**config.mk**
```make
export PLATFORM = sky130hd
export DESIGN_NAME = epoch_seconds_to_calendar_unit
export DESIGN_NICKNAME = d
export VERILOG_FILES = /design/src/rtl/core/esc_pkg.sv /design/src/rtl/core/epoch_seconds_to_calendar_unit.sv /design/src/rtl/core/esc_controller.sv /design/src/rtl/core/esc_datapath.sv
export VERILOG_INCLUDE_DIRS = /design/src /design/src/rtl/core
export SDC_FILE = /design/constraint.sdc
export NUM_CORES = 2
export LEC_CHECK = 0
export ABC_AREA = 1
export BUFFER_PORTS_ARGS = -buffer_cell sky130_fd_sc_hd__buf_4
export CAP_MARGIN = 20
export CORE_UTILIZATION = 25
export CTS_CLUSTER_DIAMETER = 40
export DETAILED_ROUTE_END_ITERATION = 8
export GPL_TIMING_DRIVEN = 0
export SLEW_MARGIN = 5
export SYNTH_ARGS = -nofsm -noshare
export SYNTH_HDL_FRONTEND = slang
export SYNTH_HIERARCHICAL = 1
export SYNTH_SLANG_ARGS = --single-unit
```
**constraint.sdc**
```tcl
create_clock -name clock -period 13.2 [get_ports clock]
set_clock_uncertainty 0.2 [all_clocks]
set_input_delay 2.64 -clock clock [delete_from_list [all_inputs] [get_ports clock]]
set_output_delay 2.64 -clock clock [all_outputs]
set_load 0.1 [all_outputs]
```
**src/rtl/core/epoch_seconds_to_calendar_unit_macros.svh**
```systemverilog
// Assertion macros for the epoch-to-calendar converter.
// Used by the controller; no other dependencies.
`ifndef EPOCH_SECONDS_TO_CALENDAR_UNIT_MACROS_SVH
`define EPOCH_SECONDS_TO_CALENDAR_UNIT_MACROS_SVH

// Same-cycle implication, checked outside reset
`define ESC_ASSERT_NOW(label, clk, rst, ante, cons, msg) \
   label: assert property (@(posedge clk) disable iff (rst) (ante) |-> (cons)) \
      else $error(msg);

// Next-cycle implication, checked outside reset
`define ESC_ASSERT_NEXT(label, clk, rst, ante, cons, msg) \
   label: assert property (@(posedge clk) disable iff (rst) (ante) |=> (cons)) \
      else $error(msg);

`endif

```
**src/rtl/core/esc_pkg.sv**
```systemverilog
// Shared types, constants and calendar functions of the epoch-to-calendar converter.
// No dependencies; used by the controller, the datapath and the top level.
`default_nettype none

package esc_pkg;

   // Field widths
   localparam int EpochWidth = 32;
   localparam int ZoneWidth  = 17;
   localparam int RemWidth   = 33;
   localparam int QuoWidth   = 16;
   localparam int DaysWidth  = 16;
   localparam int YearWidth  = 11;
   localparam int RspWidth   = 40;

   // Constants
   localparam logic [ZoneWidth-1:0] ZoneReset   = 17'd28800;
   localparam logic [16:0]          SecsPerDay  = 17'd86400;
   localparam logic [16:0]          SecsPerMin  = 17'd60;
   localparam logic [10:0]          MinsPerHour = 11'd60;
   localparam logic [YearWidth-1:0] EpochYear   = 11'd1970;
   // Whole days added so that the day division always sees a positive dividend
   localparam logic [QuoWidth-1:0]  BiasDays    = 16'd24856;
   localparam logic [33:0]          BiasSecs    = 34'd2147558400;

   // Reciprocals for the constant divisions once the power-of-two factor is
   // shifted out (86400 = 675 << 7, 60 = 15 << 2); exact over every value reached
   localparam logic [26:0] DayRecip  = 27'd101806633;  // ceil(2^36 / 675)
   localparam logic [15:0] MinRecip  = 16'd34953;      // ceil(2^19 / 15)
   localparam logic [9:0]  HourRecip = 10'd547;        // ceil(2^13 / 15)

   // Controller states
   localparam logic [2:0] StIdle   = 3'd0;
   localparam logic [2:0] StDay    = 3'd1;
   localparam logic [2:0] StFix    = 3'd2;
   localparam logic [2:0] StHour   = 3'd3;
   localparam logic [2:0] StMin    = 3'd4;
   localparam logic [2:0] StYear   = 3'd5;
   localparam logic [2:0] StMonth  = 3'd6;
   localparam logic [2:0] StFinish = 3'd7;

   // Controller to datapath
   typedef struct packed {
      logic load;
      logic day_step;     // day quotient
      logic fix_days;     // day index and second of day
      logic hour_step;    // minute of day
      logic min_step;     // hour, and second of minute
      logic year_step;
      logic month_step;
      logic publish;
   } cmd_type;

   // Datapath to controller
   typedef struct packed {
      logic year_done;
      logic month_done;
   } sts_type;

   // Gregorian leap rule: centuries only when divisible by 400
   function automatic logic leap_year(input logic [YearWidth-1:0] y);
      logic century;
      century = 1'b0;
      for (int k = 1; k <= 20; k++) begin
         if ((y == 11'(k * 100)) && ((k % 4) != 0)) begin
            century = 1'b1;
         end
      end
      return (y[1:0] == 2'b00) && !century;
   endfunction

   function automatic logic [8:0] year_length(input logic [YearWidth-1:0] y);
      return leap_year(y) ? 9'd366 : 9'd365;
   endfunction

   function automatic logic [4:0] month_length(input logic [YearWidth-1:0] y,
                                               input logic [3:0] m);
      logic [4:0] len;
      case (m)
         4'd2: begin
            len = leap_year(y) ? 5'd29 : 5'd28;
         end
         4'd4, 4'd6, 4'd9, 4'd11: begin
            len = 5'd30;
         end
         default: begin
            len = 5'd31;
         end
      endcase
      return len;
   endfunction

endpackage

`default_nettype wire

```
**src/rtl/core/epoch_seconds_to_calendar_unit.sv**
```systemverilog
// Top level of the epoch-to-calendar converter: joins controller and datapath.
// Depends on esc_pkg, esc_controller and esc_datapath.
//
//   Channel  Dir  Handshake              Payload
//   req      in   req_tvalid/req_tready  req_tdata[31:0]  epoch seconds
//   rsp      out  rsp_tvalid/rsp_tready  rsp_tdata[39:0]  calendar fields
//   csr      in   csr_wr_en              csr_wr_data[16:0] zone offset
//
// One transaction at a time: from accept to result the unit runs the
// reciprocal-multiply divisions and then the year and month walks, one step
// per cycle.
// The next request is taken once the result sits in the output register.
// Synchronous active-high reset; the zone offset resets to +8 hours.
// A stalled result blocks only the hand-over of the following one.
`default_nettype none

module epoch_seconds_to_calendar_unit (
   input  wire logic        clock,
   input  wire logic        reset,
   input  wire logic        req_tvalid,
   output logic             req_tready,
   input  wire logic [31:0] req_tdata,   // epoch_seconds[31:0]
   output logic             rsp_tvalid,
   input  wire logic        rsp_tready,
   // cal_year[10:0], cal_month[14:11], cal_day[19:15], cal_hour[24:20],
   // cal_minute[30:25], cal_second[36:31], zero [39:37]
   output logic [39:0]      rsp_tdata,
   input  wire logic        csr_wr_en,
   input  wire logic [16:0] csr_wr_data  // zone_offset_seconds, signed
);

   esc_pkg::cmd_type cmd;
   esc_pkg::sts_type sts;

   // Sequencer
   esc_controller u_ctrl (
      .clock      (clock),
      .reset      (reset),
      .req_tvalid (req_tvalid),
      .req_tready (req_tready),
      .rsp_tvalid (rsp_tvalid),
      .rsp_tready (rsp_tready),
      .sts        (sts),
      .cmd        (cmd)
   );

   // Arithmetic and result register
   esc_datapath u_dp (
      .clock       (clock),
      .reset       (reset),
      .csr_wr_en   (csr_wr_en),
      .csr_wr_data (csr_wr_data),
      .req_data    (req_tdata),
      .cmd         (cmd),
      .sts         (sts),
      .rsp_data    (rsp_tdata)
   );

endmodule

`default_nettype wire

```
**src/rtl/core/esc_controller.sv**
```systemverilog
// Sequencer of the epoch-to-calendar converter: steps the datapath through
// day division, time-of-day split, year walk and month walk. Uses esc_pkg.
`default_nettype none

module esc_controller (
   input  wire logic            clock,
   input  wire logic            reset,
   input  wire logic            req_tvalid,
   output logic                 req_tready,
   output logic                 rsp_tvalid,
   input  wire logic            rsp_tready,
   input  wire esc_pkg::sts_type sts,
   output esc_pkg::cmd_type     cmd
);

   logic [2:0] state_ff, state_in;
   logic       rsp_valid_ff, rsp_valid_in;
   logic       slot_free;

   assign req_tready = (state_ff == esc_pkg::StIdle);
   assign rsp_tvalid = rsp_valid_ff;
   assign slot_free  = !rsp_valid_ff || rsp_tready;

   // Next state and commands
   always_comb begin
      state_in = state_ff;
      cmd      = '0;
      case (state_ff)
         esc_pkg::StIdle: begin
            if (req_tvalid) begin
               cmd.load = 1'b1;
               state_in = esc_pkg::StDay;
            end
         end
         esc_pkg::StDay: begin
            cmd.day_step = 1'b1;
            state_in     = esc_pkg::StFix;
         end
         esc_pkg::StFix: begin
            cmd.fix_days = 1'b1;
            state_in     = esc_pkg::StHour;
         end
         esc_pkg::StHour: begin
            cmd.hour_step = 1'b1;
            state_in      = esc_pkg::StMin;
         end
         esc_pkg::StMin: begin
            cmd.min_step = 1'b1;
            state_in     = esc_pkg::StYear;
         end
         esc_pkg::StYear: begin
            if (sts.year_done) begin
               state_in = esc_pkg::StMonth;
            end else begin
               cmd.year_step = 1'b1;
            end
         end
         esc_pkg::StMonth: begin
            if (sts.month_done) begin
               state_in = esc_pkg::StFinish;
            end else begin
               cmd.month_step = 1'b1;
            end
         end
         esc_pkg::StFinish: begin
            if (slot_free) begin
               cmd.publish = 1'b1;
               state_in    = esc_pkg::StIdle;
            end
         end
         default: begin
            state_in = esc_pkg::StIdle;
         end
      endcase
   end

   // Result valid flag
   always_comb begin
      if (cmd.publish) begin
         rsp_valid_in = 1'b1;
      end else if (rsp_tready) begin
         rsp_valid_in = 1'b0;
      end else begin
         rsp_valid_in = rsp_valid_ff;
      end
   end

   always_ff @(posedge clock) begin
      if (reset) begin
         state_ff     <= esc_pkg::StIdle;
         rsp_valid_ff <= 1'b0;
      end else begin
         state_ff     <= state_in;
         rsp_valid_ff <= rsp_valid_in;
      end
   end

`include "epoch_seconds_to_calendar_unit_macros.svh"

   `ESC_ASSERT_NOW(a_no_overwrite, clock, reset, cmd.publish, !rsp_valid_ff || rsp_tready, "result overwritten before delivery")
   `ESC_ASSERT_NEXT(a_accept_starts, clock, reset, req_tvalid && req_tready, state_ff == esc_pkg::StDay, "accepted transaction did not start day division")
   `ESC_ASSERT_NEXT(a_year_holds, clock, reset, (state_ff == esc_pkg::StYear) && !sts.year_done, state_ff == esc_pkg::StYear, "year walk left early")
   `ESC_ASSERT_NEXT(a_month_holds, clock, reset, (state_ff == esc_pkg::StMonth) && !sts.month_done, state_ff == esc_pkg::StMonth, "month walk left early")

endmodule

`default_nettype wire

```
**src/rtl/core/esc_datapath.sv**
```systemverilog
// Datapath of the epoch-to-calendar converter: zone register, reciprocal-multiply
// dividers, year and month walkers, result register. Uses esc_pkg.
`default_nettype none

module esc_datapath (
   input  wire logic                             clock,
   input  wire logic                             reset,
   input  wire logic                             csr_wr_en,
   input  wire logic [esc_pkg::ZoneWidth-1:0]    csr_wr_data,
   input  wire logic [esc_pkg::EpochWidth-1:0]   req_data,
   input  wire esc_pkg::cmd_type                 cmd,
   output esc_pkg::sts_type                      sts,
   output logic [esc_pkg::RspWidth-1:0]          rsp_data
);

   logic [esc_pkg::ZoneWidth-1:0]        zone_ff;
   logic [esc_pkg::RemWidth-1:0]         rem_ff, rem_in;
   logic [esc_pkg::QuoWidth-1:0]         quo_ff, quo_in;
   logic signed [esc_pkg::DaysWidth-1:0] days_ff, days_in;
   logic [esc_pkg::YearWidth-1:0]        year_ff, year_in;
   logic [3:0]                           month_ff, month_in;
   logic [4:0]                           hour_ff, hour_in;
   logic [10:0]                          mins_ff, mins_in;
   logic [esc_pkg::RspWidth-1:0]         out_ff;

   logic [33:0]                          total;
   logic [52:0]                          day_prod;
   logic [32:0]                          day_base;
   logic [30:0]                          min_prod;
   logic [18:0]                          hour_prod;
   logic [16:0]                          mins_base;
   logic [10:0]                          hour_base;
   logic [10:0]                          minute_val;
   logic [esc_pkg::YearWidth-1:0]        prev_year;
   logic signed [esc_pkg::DaysWidth-1:0] cur_ylen, prev_ylen, cur_mlen;
   logic [4:0]                           day_of_month;

   // Zone offset register
   always_ff @(posedge clock) begin
      if (reset) begin
         zone_ff <= esc_pkg::ZoneReset;
      end else if (csr_wr_en) begin
         zone_ff <= csr_wr_data;
      end
   end

   // Biased local seconds, always positive
   assign total = 34'($signed(req_data)) + 34'($signed(zone_ff)) + esc_pkg::BiasSecs;

   // Constant divisions by reciprocal multiplication, one product per cycle
   assign day_prod  = rem_ff[32:7] * esc_pkg::DayRecip;     // seconds / 86400
   assign day_base  = quo_ff * esc_pkg::SecsPerDay;
   assign min_prod  = rem_ff[16:2] * esc_pkg::MinRecip;     // second of day / 60
   assign hour_prod = mins_ff[10:2] * esc_pkg::HourRecip;   // minute of day / 60
   assign mins_base = mins_ff * esc_pkg::SecsPerMin;
   assign hour_base = hour_ff * esc_pkg::MinsPerHour;

   // Calendar lengths
   assign prev_year = year_ff - 11'd1;
   assign cur_ylen  = $signed({7'd0, esc_pkg::year_length(year_ff)});
   assign prev_ylen = $signed({7'd0, esc_pkg::year_length(prev_year)});
   assign cur_mlen  = $signed({11'd0, esc_pkg::month_length(year_ff, month_ff)});

   assign sts.year_done  = !days_ff[esc_pkg::DaysWidth-1] && (days_ff < cur_ylen);
   assign sts.month_done = (month_ff == 4'd12) || (days_ff < cur_mlen);

   // Next values
   always_comb begin
      rem_in   = rem_ff;
      quo_in   = quo_ff;
      days_in  = days_ff;
      year_in  = year_ff;
      month_in = month_ff;
      hour_in  = hour_ff;
      mins_in  = mins_ff;
      if (cmd.load) begin
         rem_in   = total[esc_pkg::RemWidth-1:0];
         year_in  = esc_pkg::EpochYear;
         month_in = 4'd1;
      end
      if (cmd.day_step) begin
         quo_in = day_prod[51:36];
      end
      // Unbias the day count; what is left is the second of the day
      if (cmd.fix_days) begin
         days_in = $signed(quo_ff - esc_pkg::BiasDays);
         rem_in  = rem_ff - day_base;
      end
      if (cmd.hour_step) begin
         mins_in = min_prod[29:19];
      end
      // Hour of day, and second of minute left in the remainder
      if (cmd.min_step) begin
         hour_in = hour_prod[17:13];
         rem_in  = {16'd0, rem_ff[16:0] - mins_base};
      end
      // One year per step, backward while the day index is negative
      if (cmd.year_step) begin
         if (days_ff[esc_pkg::DaysWidth-1]) begin
            year_in = prev_year;
            days_in = days_ff + prev_ylen;
         end else begin
            year_in = year_ff + 11'd1;
            days_in = days_ff - cur_ylen;
         end
      end
      if (cmd.month_step) begin
         month_in = month_ff + 4'd1;
         days_in  = days_ff - cur_mlen;
      end
   end

   always_ff @(posedge clock) begin
      rem_ff   <= rem_in;
      quo_ff   <= quo_in;
      days_ff  <= days_in;
      year_ff  <= year_in;
      month_ff <= month_in;
      hour_ff  <= hour_in;
      mins_ff  <= mins_in;
   end

   // Result register: year, month, day, hour, minute, second from bit 0
   assign day_of_month = days_ff[4:0] + 5'd1;
   assign minute_val   = mins_ff - hour_base;
   always_ff @(posedge clock) begin
      if (cmd.publish) begin
         out_ff <= {3'd0, rem_ff[5:0], minute_val[5:0], hour_ff, day_of_month, month_ff,
                    year_ff};
      end
   end
   assign rsp_data = out_ff;

endmodule

`default_nettype wire

```
# After elaboration in Yosys (flattened, before gate mapping)
# Index checks and enable logic that the tools add are counted.
# Widths: inputs -> output; s select.
[op_classes]
n_addsub = 13
shifts = 0
n_div = 0
n_bitwise = 0
mux = 66
order_cmp = 2
mul = 6
reduce_logical = 22
eq_ne = 47
[ops]
columns = ["cell", "n"]
rows = [
  ["$eq 11x11->1 const B", 14],
  ["$eq 11x10->1 const B", 8],
  ["$mux 33", 2],
  ["$mux 16", 4],
  ["$mul 26x27->52 const B", 1],
  ["$mux 1", 46],
  ["$eq 11x9->1 const B", 4],
  ["$add 32x17->33", 1],
  ["$add 33x32->33 const B", 1],
  ["$mux 11", 3],
  ["$sub 33x33->33", 1],
  ["$mul 15x16->30 const B", 1],
  ["$mul 16x10->26 const B", 1],
  ["$pmux 3 s8", 1],
  ["$eq 11x7->1 const B", 2],
  ["$eq 11x8->1 const B", 2],
  ["$mul 9x10->18 const B", 1],
  ["$mux 17", 1],
  ["$sub 17x17->17", 1],
  ["$add 16x10->16", 1],
  ["$lt 16x10->1", 1],
  ["$lt 16x6->1", 1],
  ["$sub 16x10->16", 1],
  ["$sub 16x15->16 const B", 1],
  ["29 further kinds", 56],
]
[totals]
out_inout_bits = 42
word_cells = 168
mem_bits_ro = 0
latch_bits = 0
n_memories = 0
reg_bits = 154
ram_bits = 0

# Longest topological paths before layout
[logic_depth]
depth_word = 26
ltp_mapped = 34
mapped_depth_nobuf = 34

# Hierarchy
# The synthesis kept the hierarchy.
[by_module_without_submodules]
columns = ["module", "area_per_inst_um2", "instances", "cells_per_inst"]
rows = [
  ["esc_datapath", 30346.6, 1, 3888],
  ["esc_controller", 329.1, 1, 44],
]

# Worst setup path before layout
# Ideal clock, no wire load.
[synth_path]
kind = "register to register"
start = "register u_dp/rem_ff[13] in the netlist's numbering"
end = "register u_dp/quo_ff[9] in the netlist's numbering, data pin"
path_slack_ns = 7.495
arrival_ns = 5.252
n_path_buf = 0
path_stages_with_launch = 22
setup_ns = 0.253
required_ns = 12.747
period_less_slack_ns = 5.705
path_cell_list = "edfxtp_1 -> ha_1 -> inv_1 -> fa_1 -> fa_1 -> inv_1 -> fa_1 -> inv_1 -> fa_1 -> inv_1 -> fa_1 -> fa_1 -> ha_1 -> a21oi_1 -> o21ai_0 -> a21o_1 -> inv_1 -> nor2_1 -> o21ai_0 -> nand3_1 -> nand2_1 -> nand2_1"
[synth_via]
elab_chain_cells = 1
[synth_lines]
columns = ["item", "line_no", "source"]
rows = [
  ["from (decl)", "esc_datapath.sv:17", "logic [esc_pkg::RemWidth-1:0] rem_ff, rem_in;"],
  ["from (signal assigned)", "esc_datapath.sv:114", "rem_ff <= rem_in;"],
  ["$mul 26x27->52", "esc_datapath.sv:51", "assign day_prod = rem_ff[32:7] * esc_pkg::DayRecip;"],
  ["net u_dp.day_prod[45]", "esc_datapath.sv:27", "logic [52:0] day_prod;"],
  ["to (signal assigned)", "esc_datapath.sv:115", "quo_ff <= quo_in;"],
  ["to (decl)", "esc_datapath.sv:18", "logic [esc_pkg::QuoWidth-1:0] quo_ff, quo_in;"],
]
# The timed path passes the listed nets, and every way through them passes these cells.
# A chain may end at the register's enable or synchronous reset.

# Final worst setup path
[layout_path]
start = "register u_dp/rem_ff[12] in the netlist's numbering"
end = "register u_dp/quo_ff[7] in the netlist's numbering, data pin"
# The elaborated chain is that of the path after synthesis.

==> results by group <==
Status
  • Run status: finished clean

Min path
  • Hold Path Cell Cnt: 0
  • Hold Crit Class: register to register
  • Worst hold endpoint: u_dp/rsp_data[24]$_DFFE_PP_
  • Hold_sp: u_dp/hour_ff[4]$_DFFE_PP_

Timing
  • Tmin final: 6.964 ns
  • Slew margin rel.: 26.03%
  • Setup TNS: 0 ns
  • Final Cycle Share: 52.76%
  • Fmax: 143.6 MHz
  • Worst-Margin Slew: 1.110 ns
  • RSZ-0062 raised after global routing: no
  • Final setup viols: 0
  • Final Max Slew Viols: 0
  • Final Hold Viols: 0

Synth
  • Mux cell area share after synthesis: 0%
  • Most used DFF post-synth: edfxtp_1
  • Cell variety after synth: 60
  • Synthesized cell area: 30680 µm²
  • Post-synthesis sequential area ratio: 13.87%
  • Synth Area in Compound Gates: 10.34%
  • Mapped Cells: 3932
  • Synth Area in XOR/XNOR: 3.255%
  • Main combinational cell family by area after synthesis: adder cells
  • Post-synthesis area per instance: 7.802 µm²
  • Post-synthesis adder-cell area fraction: 43.26%
  • Synth async-reset ratio: 0%
  • Yosys warning count: 6
  • Synth Area in Simple Gates: 18.88%
  • #FFs+latches synth: 154
  • Post-synth EDFFs: 117

GRT
  • First-pass GRT wire length: 141900 µm
  • Gr usage total: 14.46%
  • Total gr overflow: 0
  • Vias in the first global route: 25880
  • Initial antenna violation count: 1
  • Pin count of the biggest net entering global routing: 38

Clock network
  • CTS tree: done
  • Worst-Skew Late Latency: 0.49 ns
  • H-tree Lvls: 4
  • Post-CTS Setup Inserts: 0
  • CTS Hold Buffers Added: 0
  • CTS Buf Count: 17
  • Root buf cell: clkbuf_16
  • CTS Buffer Depth: 2
  • CTS sink cnt: 154
  • Gates resized, CTS repair: 0
  • Reg clk slew, reported paths: 0.07 ns

Setup path
  • R2R cell count: 19
  • Setup Crit Path Kind: register to register
  • Capturing point of the worst reg2reg path: u_dp/quo_ff[7]$_DFFE_PP_
  • CP Data Required Time: 13.22 ns
  • CP max FO: 13
  • Worst Setup Start Kind: register
  • Reg2Reg Setup Slack: 6.24 ns
  • Crit Reg-Reg Startpoint: u_dp/rem_ff[12]$_DFFE_PP_
  • CP endpoint kind: register
  • CP arrival: 6.99 ns

Cells and area
  • Ant diodes: 0
  • Area Overhead vs Synth: 11.13%
  • Fill count: 13320
  • # nets final: 5004
  • Layout cell share with drive strength beyond 1: 4.822%

Detailed routing
  • DR pass1 iterations: 6
  • Vias post-DR: 26030
  • WL final: 89740 µm
  • Initial drt markers: 1692
  • Via density: 4.575
  • Drt drc: 0
  • WL per Instance: 15.77 µm
  • Final ANT Viol Nets: 0

Placed design
  • Port bufs: 92
  • Final weighted congestion in routability-driven placement: 0.9443
  • Hpwl dp: 76700 µm

Die
  • I/O pins: 96
  • Core Area: 121700 µm²
  • Initial Util: 25.20%
  • Die H: 352.3 µm
  • Die width: 352.3 µm
  • FP Rows: 128
  • Area of the die: 124100 µm²

Flow run
  • Max-cap violations: 0
[state kept, by name, indices dropped and copies added (netlist names)]
signal,flops
u_ctrl/state_ff,3
u_dp/zone_ff,17
u_dp/quo_ff,16
u_dp/month_ff,4
u_dp/year_ff,11
u_dp/mins_ff,11
u_dp/days_ff,16
u_ctrl/rsp_tvalid,1
u_dp/rem_ff,33
u_dp/rsp_data,37
u_dp/hour_ff,5
[final cells by class]
cell class / count / area (µm²) / area share, %
repair buffers: 99 / 787.0 / 2.309
multi-input cells: 2950 / 23250 / 68.20
flip-flops and latches: 154 / 4254 / 12.48
well taps: 1625 / 2033 / 5.964
inverters: 783 / 2942 / 8.629
plain buffers: 47 / 245.2 / 0.7194
clock inverters: 14 / 150.1 / 0.4404
clock buffers: 18 / 429.2 / 1.259
[Yosys cell counts (all sizes together) (9+ instances only)]
cell | instances | area (µm²)
nand3b | 9 | 67.56
xor2 | 83 | 727.0
a31oi | 12 | 75.07
nor4 | 11 | 68.82
o21ai | 203 | 1020
a21o | 19 | 142.6
xnor2 | 31 | 271.5
o21a | 9 | 67.56
edfxtp | 117 | 3513
fa | 271 | 5425
a21boi | 11 | 82.58
nor3 | 52 | 265.3
ha | 627 | 7845
inv | 782 | 2938
o211ai | 9 | 67.56
a21oi | 270 | 1355
nand4 | 54 | 344.1
o21bai | 17 | 127.6
clkbuf | 24 | 91.33
dfxtp | 37 | 740.7
nor2 | 350 | 1431
buf | 23 | 153.9
nand2 | 677 | 2576
nand3 | 193 | 975.9
[metal layers]
| layer | routed length (µm) | GRT usage (%) | up-vias |
|---|---|---|---|
| met5 | 14 | 0 | - |
| met2 | 42420 | 24.31 | 506 |
| li1 | - | - | 13080 |
| met4 | 1822 | 3.835 | 2 |
| met3 | 3325 | 1.609 | 85 |
| met1 | 42160 | 19.53 | 12360 |
[stage by stage]
step           util (%)  instances  hold slack (ns)  setup WS [ns]  cell area (µm²)
6_report          28.01       5690           0.2229          6.236            34090
3_5_place_dp      27.50       5656           0.2063          6.303            33470
3_3_place_gp      27.45       5651           0.2074          6.241            33410
5_1_grt           28.01       5690           0.2341          5.907            34090
4_1_cts           27.97       5688           0.2261          6.291            34050
2_1_floorplan         -       3934           0.2003          7.495            30680
[logic make-up (layout without fill, tap and decap cells)]
logic type | after synthesis | in the layout
flops | 154 | 154
buf+inv | 830 | 961
other cells | 1 | 3
compound gates | 580 | 580
fa+ha+maj | 898 | 898
xor+xnor | 114 | 114
simple gates | 1355 | 1355
[critical path: stages, from the launching register on]
cell      delay (ns)
edfxtp_1        1.09
ha_1            0.42
inv_1           0.17
fa_1            0.45
fa_1            0.49
inv_1           0.05
fa_1            0.42
fa_1            0.54
inv_1           0.05
fa_1            0.48
inv_1           0.06
fa_1            0.48
ha_1            0.38
nand2_1         0.13
nor2_1          0.20
nand2_1         0.09
nor4_1          0.17
nand3b_1        0.11
nand3_1         0.27
xor2_1          0.45
[worst max-delay path by stage]
stage | startpoint | endpoint | slack [ns] | cells past startpoint
CTS | u_dp/rem_ff[13]$_DFFE_PP_ | u_dp/quo_ff[9]$_DFFE_PP_ | 6.29 | 21
finish | u_dp/rem_ff[12]$_DFFE_PP_ | u_dp/quo_ff[7]$_DFFE_PP_ | 6.24 | 19
detailed placement | u_dp/rem_ff[13]$_DFFE_PP_ | u_dp/quo_ff[9]$_DFFE_PP_ | 6.30 | 21
global route | u_dp/rem_ff[12]$_DFFE_PP_ | u_dp/quo_ff[7]$_DFFE_PP_ | 5.91 | 19
global placement | u_dp/rem_ff[13]$_DFFE_PP_ | u_dp/quo_ff[9]$_DFFE_PP_ | 6.24 | 21
floorplan | u_dp/rem_ff[13]$_DFFE_PP_ | u_dp/quo_ff[9]$_DFFE_PP_ | 7.49 | 21
[layout by cell type, fill, tap and decap left out, drive strengths merged, types with 12 or more instances in the layout]
master,synthesis,final
xnor2,31,31
edfxtp,117,117
nor2,350,350
clkbuf,24,42
nand4,54,54
fa,271,271
a31oi,12,12
o21ai,203,203
dfxtp,37,37
buf,23,122
a21oi,270,270
nor3,52,52
a21o,19,19
o21bai,17,17
nand3,193,193
inv,782,791
xor2,83,83
ha,627,627
nand2,677,677
Power is not shown: default switching activity piles up to over one toggle a cycle in this logic, so the estimate is an artifact.
